File: src/rtl/gda_pkg.sv
// gda_pkg: shared types, codes and calendar constants of the gregorian date adder
// no dependencies; imported by the datapath, the controller and the top level
`timescale 1ns / 1ps

package gda_pkg;

    typedef enum logic [1:0] {
        FUNC_DAYS   = 2'd0,
        FUNC_MONTHS = 2'd1,
        FUNC_YEARS  = 2'd2,
        FUNC_NONE   = 2'd3
    } gda_func_t;

    localparam logic [3:0] MON_JAN = 4'd1;
    localparam logic [3:0] MON_FEB = 4'd2;
    localparam logic [3:0] MON_DEC = 4'd12;
    localparam logic [4:0] DAY_FIRST = 5'd1;
    localparam logic [4:0] FEB_LEAP_LEN = 5'd29;
    localparam logic [4:0] FEB_PLAIN_LEN = 5'd28;
    // 400 = 16 * 25 and 100 = 4 * 25, so the leap rule needs only the year mod 25
    localparam logic [5:0] RES_MOD = 6'd25;
    localparam logic [4:0] RES_LAST = 5'd24;

    localparam logic [4:0] MONTH_LEN [12] = '{
        5'd31, 5'd28, 5'd31, 5'd30, 5'd31, 5'd30,
        5'd31, 5'd31, 5'd30, 5'd31, 5'd30, 5'd31
    };

    // month is always 1..12 here
    function automatic logic [4:0] days_in(input logic [3:0] m, input logic is_leap);
        logic [3:0] idx;
        idx = m - 4'd1;
        if (m == MON_FEB)
            days_in = is_leap ? FEB_LEAP_LEN : FEB_PLAIN_LEN;
        else
            days_in = MONTH_LEN[idx];
    endfunction

    typedef struct packed {
        logic [1:0]  func;
        logic [4:0]  day;
        logic [3:0]  month;
        logic [15:0] year;
        logic [15:0] amount;
    } gda_req_t;

    typedef struct packed {
        logic [4:0]  new_day;
        logic [3:0]  new_month;
        logic [15:0] new_year;
    } gda_rsp_t;

    // commands from controller to datapath
    typedef struct packed {
        logic load;
        logic res_bit;
        logic clamp;
        logic step_day;
        logic step_month;
        logic add_year;
        logic out_load;
    } gda_cmd_t;

    // status from datapath to controller
    typedef struct packed {
        gda_func_t func;
        logic      amt_zero;
        logic      res_done;
    } gda_stat_t;

endpackage

File: src/rtl/gda_req_if.sv
// gda_req_if: request channel of the date adder, valid/ready plus start date word
// no dependencies
`timescale 1ns / 1ps

interface gda_req_if;
    logic        valid;
    logic        ready;
    logic [1:0]  func;
    logic [4:0]  day;
    logic [3:0]  month;
    logic [15:0] year;
    logic [15:0] amount;

    modport source (output valid, output func, output day, output month,
                    output year, output amount, input ready);
    modport sink (input valid, input func, input day, input month,
                  input year, input amount, output ready);
endinterface

File: src/rtl/gda_rsp_if.sv
// gda_rsp_if: result channel of the date adder, valid/ready plus resulting date word
// no dependencies
`timescale 1ns / 1ps

interface gda_rsp_if;
    logic        valid;
    logic        ready;
    logic [4:0]  new_day;
    logic [3:0]  new_month;
    logic [15:0] new_year;

    modport source (output valid, output new_day, output new_month,
                    output new_year, input ready);
    modport sink (input valid, input new_day, input new_month,
                  input new_year, output ready);
endinterface

File: src/rtl/gda_datapath.sv
// gda_datapath: date registers, step counter, reciprocal year mod 25 unit, result register
// depends on gda_pkg
`timescale 1ns / 1ps

module gda_datapath
    import gda_pkg::*;
#(
    parameter int YEAR_BITS = 16
)
(
    input  logic      clk,
    input  logic      rst_n,
    input  gda_cmd_t  cmd,
    input  gda_req_t  req_word,
    output gda_stat_t stat,
    output gda_rsp_t  rsp_word
);

    localparam int RECIP_SHIFT = YEAR_BITS + 5;
    // ceil(2^RECIP_SHIFT / 25), gives the exact quotient for every year of YEAR_BITS bits
    localparam logic [YEAR_BITS:0] RECIP =
        (YEAR_BITS+1)'(((64'd1 << RECIP_SHIFT) + 64'd24) / 64'd25);

    gda_func_t            func_reg, func_next;
    logic [4:0]           day_reg, day_next;
    logic [3:0]           month_reg, month_next;
    logic [YEAR_BITS-1:0] year_reg, year_next;
    logic [15:0]          cnt_reg, cnt_next;
    logic [4:0]           res_reg, res_next;
    logic [4:0]           quo_reg, quo_next;
    logic                 res_ph_reg, res_ph_next;
    gda_rsp_t             out_reg, out_next;

    logic                 leap_cur;
    logic [4:0]           len_cur;
    logic                 yr_wrap;
    logic [3:0]           month_roll;
    logic [YEAR_BITS-1:0] year_inc;
    logic [4:0]           res_inc;
    logic [YEAR_BITS-1:0] year_m;
    logic [4:0]           res_m;
    logic                 leap_m;
    logic [4:0]           len_m;
    logic [2*YEAR_BITS:0] quo_prod;
    logic [4:0]           res_calc;
    logic [4:0]           day_in;
    logic [3:0]           month_in;

    // leap: divisible by 4, and either not by 25 or also by 16
    assign leap_cur = (year_reg[1:0] == 2'd0) && ((res_reg != 5'd0) || (year_reg[3:0] == 4'd0));
    assign len_cur  = days_in(month_reg, leap_cur);

    assign yr_wrap    = (month_reg == MON_DEC);
    assign month_roll = yr_wrap ? MON_JAN : month_reg + 4'd1;
    assign year_inc   = year_reg + YEAR_BITS'(1);
    // wrap of the year to zero restarts the residue
    assign res_inc    = ((year_reg == '1) || (res_reg == RES_LAST)) ? 5'd0 : res_reg + 5'd1;

    assign year_m = yr_wrap ? year_inc : year_reg;
    assign res_m  = yr_wrap ? res_inc : res_reg;
    assign leap_m = (year_m[1:0] == 2'd0) && ((res_m != 5'd0) || (year_m[3:0] == 4'd0));
    assign len_m  = days_in(month_roll, leap_m);

    // first pass: quotient by reciprocal multiply; second pass: residue
    assign quo_prod = {{(YEAR_BITS+1){1'b0}}, year_reg} * {{YEAR_BITS{1'b0}}, RECIP};
    // residue is below 32, so five low bits of quotient and year suffice
    assign res_calc = year_reg[4:0] - (quo_reg * 5'd25);

    assign day_in   = (req_word.day == 5'd0) ? DAY_FIRST : req_word.day;
    assign month_in = (req_word.month == 4'd0) ? MON_JAN :
                      (req_word.month > MON_DEC) ? MON_DEC : req_word.month;

    always_comb
    begin
        func_next   = func_reg;
        day_next    = day_reg;
        month_next  = month_reg;
        year_next   = year_reg;
        cnt_next    = cnt_reg;
        res_next    = res_reg;
        quo_next    = quo_reg;
        res_ph_next = res_ph_reg;
        out_next    = out_reg;
        if (cmd.load)
        begin
            func_next   = gda_func_t'(req_word.func);
            day_next    = day_in;
            month_next  = month_in;
            year_next   = YEAR_BITS'(req_word.year);
            cnt_next    = req_word.amount;
            res_next    = 5'd0;
            res_ph_next = 1'b0;
        end
        if (cmd.res_bit)
        begin
            if (!res_ph_reg)
            begin
                quo_next    = quo_prod[RECIP_SHIFT +: 5];
                res_ph_next = 1'b1;
            end
            else
            begin
                res_next = res_calc;
            end
        end
        if (cmd.clamp)
        begin
            if (day_reg > len_cur)
                day_next = len_cur;
        end
        if (cmd.step_day)
        begin
            cnt_next = cnt_reg - 16'd1;
            if (day_reg == len_cur)
            begin
                day_next   = DAY_FIRST;
                month_next = month_roll;
                year_next  = year_m;
                res_next   = res_m;
            end
            else
            begin
                day_next = day_reg + 5'd1;
            end
        end
        if (cmd.step_month)
        begin
            cnt_next   = cnt_reg - 16'd1;
            month_next = month_roll;
            year_next  = year_m;
            res_next   = res_m;
            if (day_reg > len_m)
                day_next = len_m;
        end
        if (cmd.add_year)
        begin
            year_next   = year_reg + YEAR_BITS'(cnt_reg);
            res_next    = 5'd0;
            res_ph_next = 1'b0;
        end
        if (cmd.out_load)
        begin
            out_next.new_day   = day_reg;
            out_next.new_month = month_reg;
            out_next.new_year  = 16'(year_reg);
        end
    end

    always_ff @(posedge clk)
    begin
        func_reg   <= func_next;
        day_reg    <= day_next;
        month_reg  <= month_next;
        year_reg   <= year_next;
        cnt_reg    <= cnt_next;
        res_reg    <= res_next;
        quo_reg    <= quo_next;
        res_ph_reg <= res_ph_next;
        out_reg    <= out_next;
    end

    assign stat.func     = func_reg;
    assign stat.amt_zero = (cnt_reg == 16'd0);
    assign stat.res_done = res_ph_reg;
    assign rsp_word      = out_reg;

    a_res_range: assert property (@(posedge clk) disable iff (!rst_n)
        cmd.res_bit |=> (res_reg < RES_LAST + 5'd1))
        else $error("year residue left its range");

    a_step_count: assert property (@(posedge clk) disable iff (!rst_n)
        (cmd.step_day || cmd.step_month) |=> (cnt_reg == $past(cnt_reg) - 16'd1))
        else $error("step counter did not move by one");

    a_clamp_fits: assert property (@(posedge clk) disable iff (!rst_n)
        cmd.clamp |=> (day_reg <= len_cur) && (day_reg != 5'd0))
        else $error("day exceeds month length after clamp");

endmodule

File: src/rtl/gda_ctrl.sv
// gda_ctrl: one-hot sequencer of the date adder, drives datapath commands and handshakes
// depends on gda_pkg
`timescale 1ns / 1ps

module gda_ctrl
    import gda_pkg::*;
(
    input  logic      clk,
    input  logic      rst_n,
    input  logic      req_valid,
    output logic      req_ready,
    output logic      rsp_valid,
    input  logic      rsp_ready,
    input  gda_stat_t stat,
    output gda_cmd_t  cmd
);

    typedef enum logic [7:0] {
        S_IDLE  = 8'b0000_0001,
        S_RES   = 8'b0000_0010,
        S_CLAMP = 8'b0000_0100,
        S_STEP  = 8'b0000_1000,
        S_ADDY  = 8'b0001_0000,
        S_RESY  = 8'b0010_0000,
        S_FIX   = 8'b0100_0000,
        S_DONE  = 8'b1000_0000
    } gda_state_t;

    gda_state_t state_reg, state_next;
    logic       ovalid_reg, ovalid_next;
    logic       out_free;

    assign out_free  = !ovalid_reg || rsp_ready;
    assign req_ready = (state_reg == S_IDLE);
    assign rsp_valid = ovalid_reg;

    always_comb
    begin
        state_next = state_reg;
        cmd        = '0;
        unique case (state_reg)
            S_IDLE:
            begin
                if (req_valid)
                begin
                    cmd.load   = 1'b1;
                    state_next = S_RES;
                end
            end
            S_RES:
            begin
                cmd.res_bit = 1'b1;
                if (stat.res_done)
                    state_next = S_CLAMP;
            end
            S_CLAMP:
            begin
                cmd.clamp = 1'b1;
                unique case (stat.func) inside
                    FUNC_DAYS, FUNC_MONTHS: state_next = S_STEP;
                    FUNC_YEARS:             state_next = S_ADDY;
                    default:                state_next = S_DONE;
                endcase
            end
            S_STEP:
            begin
                if (stat.amt_zero)
                    state_next = S_DONE;
                else if (stat.func == FUNC_DAYS)
                    cmd.step_day = 1'b1;
                else
                    cmd.step_month = 1'b1;
            end
            S_ADDY:
            begin
                cmd.add_year = 1'b1;
                state_next   = S_RESY;
            end
            S_RESY:
            begin
                cmd.res_bit = 1'b1;
                if (stat.res_done)
                    state_next = S_FIX;
            end
            S_FIX:
            begin
                cmd.clamp  = 1'b1;
                state_next = S_DONE;
            end
            S_DONE:
            begin
                if (out_free)
                begin
                    cmd.out_load = 1'b1;
                    state_next   = S_IDLE;
                end
            end
            default:
            begin
                state_next = S_IDLE;
            end
        endcase
    end

    always_comb
    begin
        ovalid_next = ovalid_reg;
        if (cmd.out_load)
            ovalid_next = 1'b1;
        else if (rsp_ready)
            ovalid_next = 1'b0;
    end

    always_ff @(posedge clk or negedge rst_n)
    begin
        if (!rst_n)
        begin
            state_reg  <= S_IDLE;
            ovalid_reg <= 1'b0;
        end
        else
        begin
            state_reg  <= state_next;
            ovalid_reg <= ovalid_next;
        end
    end

    a_no_overwrite: assert property (@(posedge clk) disable iff (!rst_n)
        cmd.out_load |-> (!ovalid_reg || rsp_ready))
        else $error("result register overwritten while full");

    a_step_guard: assert property (@(posedge clk) disable iff (!rst_n)
        (cmd.step_day || cmd.step_month) |-> !stat.amt_zero)
        else $error("step issued with no count left");

    a_one_result: assert property (@(posedge clk) disable iff (!rst_n)
        cmd.load |=> !cmd.out_load)
        else $error("result loaded right after accept");

endmodule

File: src/rtl/gregorian_date_adder.sv
// gregorian_date_adder: top level, adds days, months or years to a gregorian date
// depends on gda_pkg, gda_req_if, gda_rsp_if, gda_ctrl, gda_datapath
`timescale 1ns / 1ps
//
// channel  modport  word fields                              direction
// req      sink     func, day, month, year, amount           in
// rsp      source   new_day, new_month, new_year             out
//
// one item at a time; after accept the year mod 25 unit runs its pass (reciprocal
// multiply, then residue) and the start date is clamped; days and months then
// step once per unit of amount (one step per cycle), years add the amount and run
// the residue pass and the clamp again, and the unused selector goes to the result
// reset clears only the sequencer and the result valid flag
// a waiting result does not block the next item; only a second finished result stalls

module gregorian_date_adder
    import gda_pkg::*;
#(
    parameter int YEAR_BITS = 16
)
(
    input  logic      clk,
    input  logic      rst_n,
    gda_req_if.sink   req,
    gda_rsp_if.source rsp
);

    gda_cmd_t  cmd;
    gda_stat_t stat;
    gda_req_t  req_word;
    gda_rsp_t  rsp_word;

    // pack the incoming word for the datapath
    assign req_word.func   = req.func;
    assign req_word.day    = req.day;
    assign req_word.month  = req.month;
    assign req_word.year   = req.year;
    assign req_word.amount = req.amount;

    // sequencer: accept, residue passes, clamp, step loop or year add, result hand-off
    gda_ctrl u_ctrl (
        .clk       (clk),
        .rst_n     (rst_n),
        .req_valid (req.valid),
        .req_ready (req.ready),
        .rsp_valid (rsp.valid),
        .rsp_ready (rsp.ready),
        .stat      (stat),
        .cmd       (cmd)
    );

    // date registers, year residue unit and result register
    gda_datapath #(
        .YEAR_BITS (YEAR_BITS)
    ) u_datapath (
        .clk      (clk),
        .rst_n    (rst_n),
        .cmd      (cmd),
        .req_word (req_word),
        .stat     (stat),
        .rsp_word (rsp_word)
    );

    // result word straight from the output register
    assign rsp.new_day   = rsp_word.new_day;
    assign rsp.new_month = rsp_word.new_month;
    assign rsp.new_year  = rsp_word.new_year;

endmodule

File: src/flat_wrapper.sv
// flat-port wrapper written by rule: the top's interface ports become plain ports
module gregorian_date_adder_flat import gda_pkg::*;
#(
    parameter int YEAR_BITS = 16
)
  (clk, rst_n, req_valid, req_func, req_day, req_month, req_year, req_amount, req_ready, rsp_valid, rsp_new_day, rsp_new_month, rsp_new_year, rsp_ready);
  gda_req_if req_i ();
  gda_rsp_if rsp_i ();
  input  logic clk;
  input  logic rst_n;
  input wire logic [$bits(req_i.valid)-1:0] req_valid;
  input wire logic [$bits(req_i.func)-1:0] req_func;
  input wire logic [$bits(req_i.day)-1:0] req_day;
  input wire logic [$bits(req_i.month)-1:0] req_month;
  input wire logic [$bits(req_i.year)-1:0] req_year;
  input wire logic [$bits(req_i.amount)-1:0] req_amount;
  output wire logic [$bits(req_i.ready)-1:0] req_ready;
  output wire logic [$bits(rsp_i.valid)-1:0] rsp_valid;
  output wire logic [$bits(rsp_i.new_day)-1:0] rsp_new_day;
  output wire logic [$bits(rsp_i.new_month)-1:0] rsp_new_month;
  output wire logic [$bits(rsp_i.new_year)-1:0] rsp_new_year;
  input wire logic [$bits(rsp_i.ready)-1:0] rsp_ready;
  assign req_i.valid = req_valid;
  assign req_i.func = req_func;
  assign req_i.day = req_day;
  assign req_i.month = req_month;
  assign req_i.year = req_year;
  assign req_i.amount = req_amount;
  assign req_ready = req_i.ready;
  assign rsp_valid = rsp_i.valid;
  assign rsp_new_day = rsp_i.new_day;
  assign rsp_new_month = rsp_i.new_month;
  assign rsp_new_year = rsp_i.new_year;
  assign rsp_i.ready = rsp_ready;
  gregorian_date_adder #(.YEAR_BITS(YEAR_BITS)) u_core (.clk(clk), .rst_n(rst_n), .req(req_i), .rsp(rsp_i));
endmodule
File: config.mk
export PLATFORM = sky130hd
export DESIGN_NAME = gregorian_date_adder_flat
export DESIGN_NICKNAME = d
export VERILOG_FILES = /design/src/rtl/gda_pkg.sv /design/src/rtl/gda_req_if.sv /design/src/rtl/gda_rsp_if.sv /design/src/rtl/gda_datapath.sv /design/src/rtl/gda_ctrl.sv /design/src/rtl/gregorian_date_adder.sv /design/src/flat_wrapper.sv
export SDC_FILE = /design/constraint.sdc
export NUM_CORES = 1
export LEC_CHECK = 0
export BUFFER_PORTS_ARGS = -buffer_cell sky130_fd_sc_hd__buf_4
export CORE_MARGIN = 2
export CORE_UTILIZATION = 50
export CTS_CLUSTER_DIAMETER = 30
export CTS_CLUSTER_SIZE = 24
export DETAILED_ROUTE_END_ITERATION = 7
export GPL_TIMING_DRIVEN = 0
export MAX_ROUTING_LAYER = met4
export PLACE_DENSITY = 0.75
export SYNTH_ARGS = -nofsm -noshare
export SYNTH_HDL_FRONTEND = slang
export SYNTH_SLANG_ARGS = --single-unit
File: constraint.sdc
create_clock -name clk -period 16.6 [get_ports clk]
set_clock_uncertainty 0.05 [all_clocks]
set_input_delay 1.66 -clock clk [delete_from_list [all_inputs] [get_ports clk]]
set_output_delay 1.66 -clock clk [all_outputs]
set_load 0.01 [all_outputs]
==> flow_metrics.tcl <==
set metrics [dict create \
    run_status "finished clean" \
    vias_in_the_first_global_route 7583 \
    initial_cell_density_of_the_core_pct 50.73 \
    detailedRoute.firstIterationViolations 777 \
    synth_register_bits 88 \
    path_class "flip-flop to flip-flop" \
    rsz0062_at_grt "false" \
    via_count 7952 \
    clock_sinks 88 \
    worst_r2r_startpoint "u_core.u_datapath.year_reg[4]$_DFF_P_" \
    clock_latency_ns 0.34 \
    final_antenna_net_count 0 \
    clock_tree_from_tritoncts "yes" \
    antenna_found_initial 0 \
    avg_wl_per_cell_um 17.88 \
    hpwlAfterDp_mm 20.06 \
    post_synth_inst_count 1024 \
    post-synth-top-area-fraction_pct 19.73 \
    die_area_sq_um 20820 \
    track_usage_pct 25.17 \
    synth_cell_type_count 78 \
    num-nets-final 1391 \
    maximum_number_of_pins_on_one_net_before_global_route_repair 18 \
    layout-area-overhead-vs-synth_pct 12.28 \
    cap_violations 0 \
    fmax_mhz 155.4 \
    post_synth_instance_area_sq_um 9841 \
    grt_first_pass_wirelength_mm 39.20 \
    port-buffer-count 73 \
    io_pins 74 \
    drt-pass1-iter-count 6 \
    route.detailed.drc 0 \
    dominantRegCellSynth "edfxtp_1" \
    clockBufferDepth 2 \
    final_layout_setup_total_negative_slack_ns 0 \
    postCtsSetupRepairBufs 0 \
    synthArstFlopShare_pct 10.23 \
    die-width_um 144.3 \
    cts.reportedPaths.clkPinSlew_ns 0.07 \
    min-delay-start "u_core.u_datapath.month_reg[2]$_DFF_P_" \
    synth_edf_count 48 \
    finalHoldViolations 0 \
    ys.warnings.count 0 \
    post_synth_most_frequent_cells "inv_1 (180), ha_1 (138), fa_1 (97), nand2_1 (63), o21ai_0 (56)" \
    worst_setup_path_startpoint "u_core.u_datapath.year_reg[4]$_DFF_P_" \
    filler_cell_count 1749 \
    worstSetupStartpointType "flip-flop" \
    final-setup-viol-count 0 \
    timing.final.crit_share_pct 38.75 \
    hold_path.class "flip-flop to flip-flop" \
    cts_hold_repair.buffers 0 \
    layout-drive-gt1-share_pct 10.32 \
    gp_congestion 0.9328 \
    remaining_global_route_overflow 0 \
    floorplan_core_area_sq_um 19400 \
    root_buffer_cell "clkbuf_16" \
    floorplan.rows 51 \
    largest_register_ff_count 25 \
    netlist_top_cells_area "fa_1 (20%), ha_1 (18%), edfxtp_1 (15%)" \
    worst_setup_ep_type "flip-flop" \
    cp.required_ns 16.63 \
    finalMaxSlewViolations 0 \
    cts_max_level 3 \
    synthMostInstantiatedCell "inv_1" \
    total_inserted_antenna_cells 0 \
    netlist.top_cell.by_area "fa_1" \
    finalWorstPathRequiredPeriod_ns 6.433 \
    worst_slew_pin_slew_ns 0.9312 \
    path_max_fanout 11 \
    syn_nets 1306 \
    die_h_um 144.3 \
    synth_seq_area_share_pct 23.25 \
    post_synth.cell_area_avg_sq_um 9.610 \
    drt-vias-per-instance 5.766 \
    slew-limit-headroom_pct 37.83 \
    detailed_route_wire_length_mm 24.65 \
    cts-buffers-inserted 9 \
    timing.critical_path.arrival_ns 6.46 \
    cts_repair_resize_count 0 \
]
## path summary, 6_finish.rpt
kind / to / depth (start not counted) / slack, ns
max: u_core.u_datapath.quo_reg[3]$_DFFE_PP_ / 18 / 10.17
min: u_core.u_datapath.rsp_word[18]$_DFFE_PP_ / 0 / 0.38
max reg2reg: u_core.u_datapath.quo_reg[3]$_DFFE_PP_ / 18 / 10.17
min reg2reg: u_core.u_datapath.rsp_word[18]$_DFFE_PP_ / 0 / 0.38
max in group asynchronous: u_core.u_ctrl.state_reg[0]$_DFFE_PN1P_ / 1 / 15.20
min in group asynchronous: u_core.u_ctrl.state_reg[4]$_DFFE_PN0P_ / 1 / 1.08
## area by class of cell
cell class                      instances  area (sq um)  share of cell area [%]
Buffer                                 24         108.9                  0.9852
Clock buffer                           11         242.7                   2.197
Clock inverter                          5         56.30                  0.5096
Inverter                              181         679.4                   6.149
Multi-Input combinational cell        731          6766                   61.24
Sequential cell                        88          2288                   20.71
Tap cell                              265         331.6                   3.001
Timing Repair Buffer                   74         575.6                   5.209
## worst max-delay path, stage by stage (launching register included)
cell and delay [ns]:
dfxtp_1 0.69, inv_1 0.22, fa_1 0.57, inv_1 0.12, fa_1 0.55, fa_1 0.45, fa_1 0.44, fa_1 0.54
inv_1 0.06, fa_1 0.55, inv_1 0.05, ha_1 0.30, a21oi_1 0.16, nor2_1 0.06, a2111oi_0 0.38, a31oi_1 0.25
a311o_1 0.44, a21oi_1 0.18, xnor2_1 0.11
## per-stage QoR
step	util [%]	instances	hold slack, ns	cell area, sq um	setup slack, ns
4_1_cts	56.96	1379	0.3776	11050	10.14
6_report	56.96	1379	0.3782	11050	10.17
3_3_place_gp	55.26	1362	0.3599	10720	10.27
3_5_place_dp	55.42	1363	0.3629	10750	10.18
2_1_floorplan	-	1024	0.3564	9841	10.91
5_1_grt	56.96	1379	0.3963	11050	9.867
## per-layer routing
layer | track usage [%] | vias up | part of all wire [%]
li1 | - | 3731 | -
met1 | 35.45 | 3864 | 45
met4 | 5.468 | 0 | 2.1
met5 | - | - | 0
met3 | 4.603 | 55 | 7.3
met2 | 38.29 | 302 | 46
## cells in the final DEF, fill, tap and decap left out, types with 3 or more instances in the layout
cell type,netlist,layout
a21o_1,15,15
nand2_1,63,63
o31ai_1,5,5
o21ai_1,3,3
nor3_1,26,26
dfxtp_1,31,31
o211ai_1,5,5
inv_1,180,180
or3_1,10,10
ha_1,138,138
nor2b_1,8,7
a31oi_1,9,9
a211oi_1,10,10
nand3_1,27,27
buf_4,2,75
a21oi_1,34,34
nand4_1,17,17
edfxtp_1,48,48
o311ai_0,5,5
o22ai_1,7,7
xnor2_1,35,35
a221oi_1,7,7
and3_1,6,6
o2111ai_1,6,6
buf_2,3,3
dfrtp_1,8,8
fa_1,97,97
a2111oi_0,3,3
nand2b_1,6,6
nand4b_1,8,8
o21a_1,5,5
xor2_1,17,17
clkbuf_1,17,18
nor4_1,8,8
clkbuf_16,0,9
o21ai_0,56,56
nor2_1,44,44
## logic make-up (layout without fill, tap and decap cells)
family | Yosys count | after routing | synth area share [%]
compound gates | 198 | 198 | 13.40
xor+xnor | 52 | 52 | 4.628
fa+ha+maj | 235 | 235 | 37.28
buf+inv | 205 | 295 | 8.010
flops | 88 | 88 | 23.25
mux | 4 | 4 | 0.4323
simple gates | 242 | 242 | 12.99
Power is left out: the tool's default activity adds up to more than one toggle a clock period on the data nets, which glitch-free logic cannot reach.
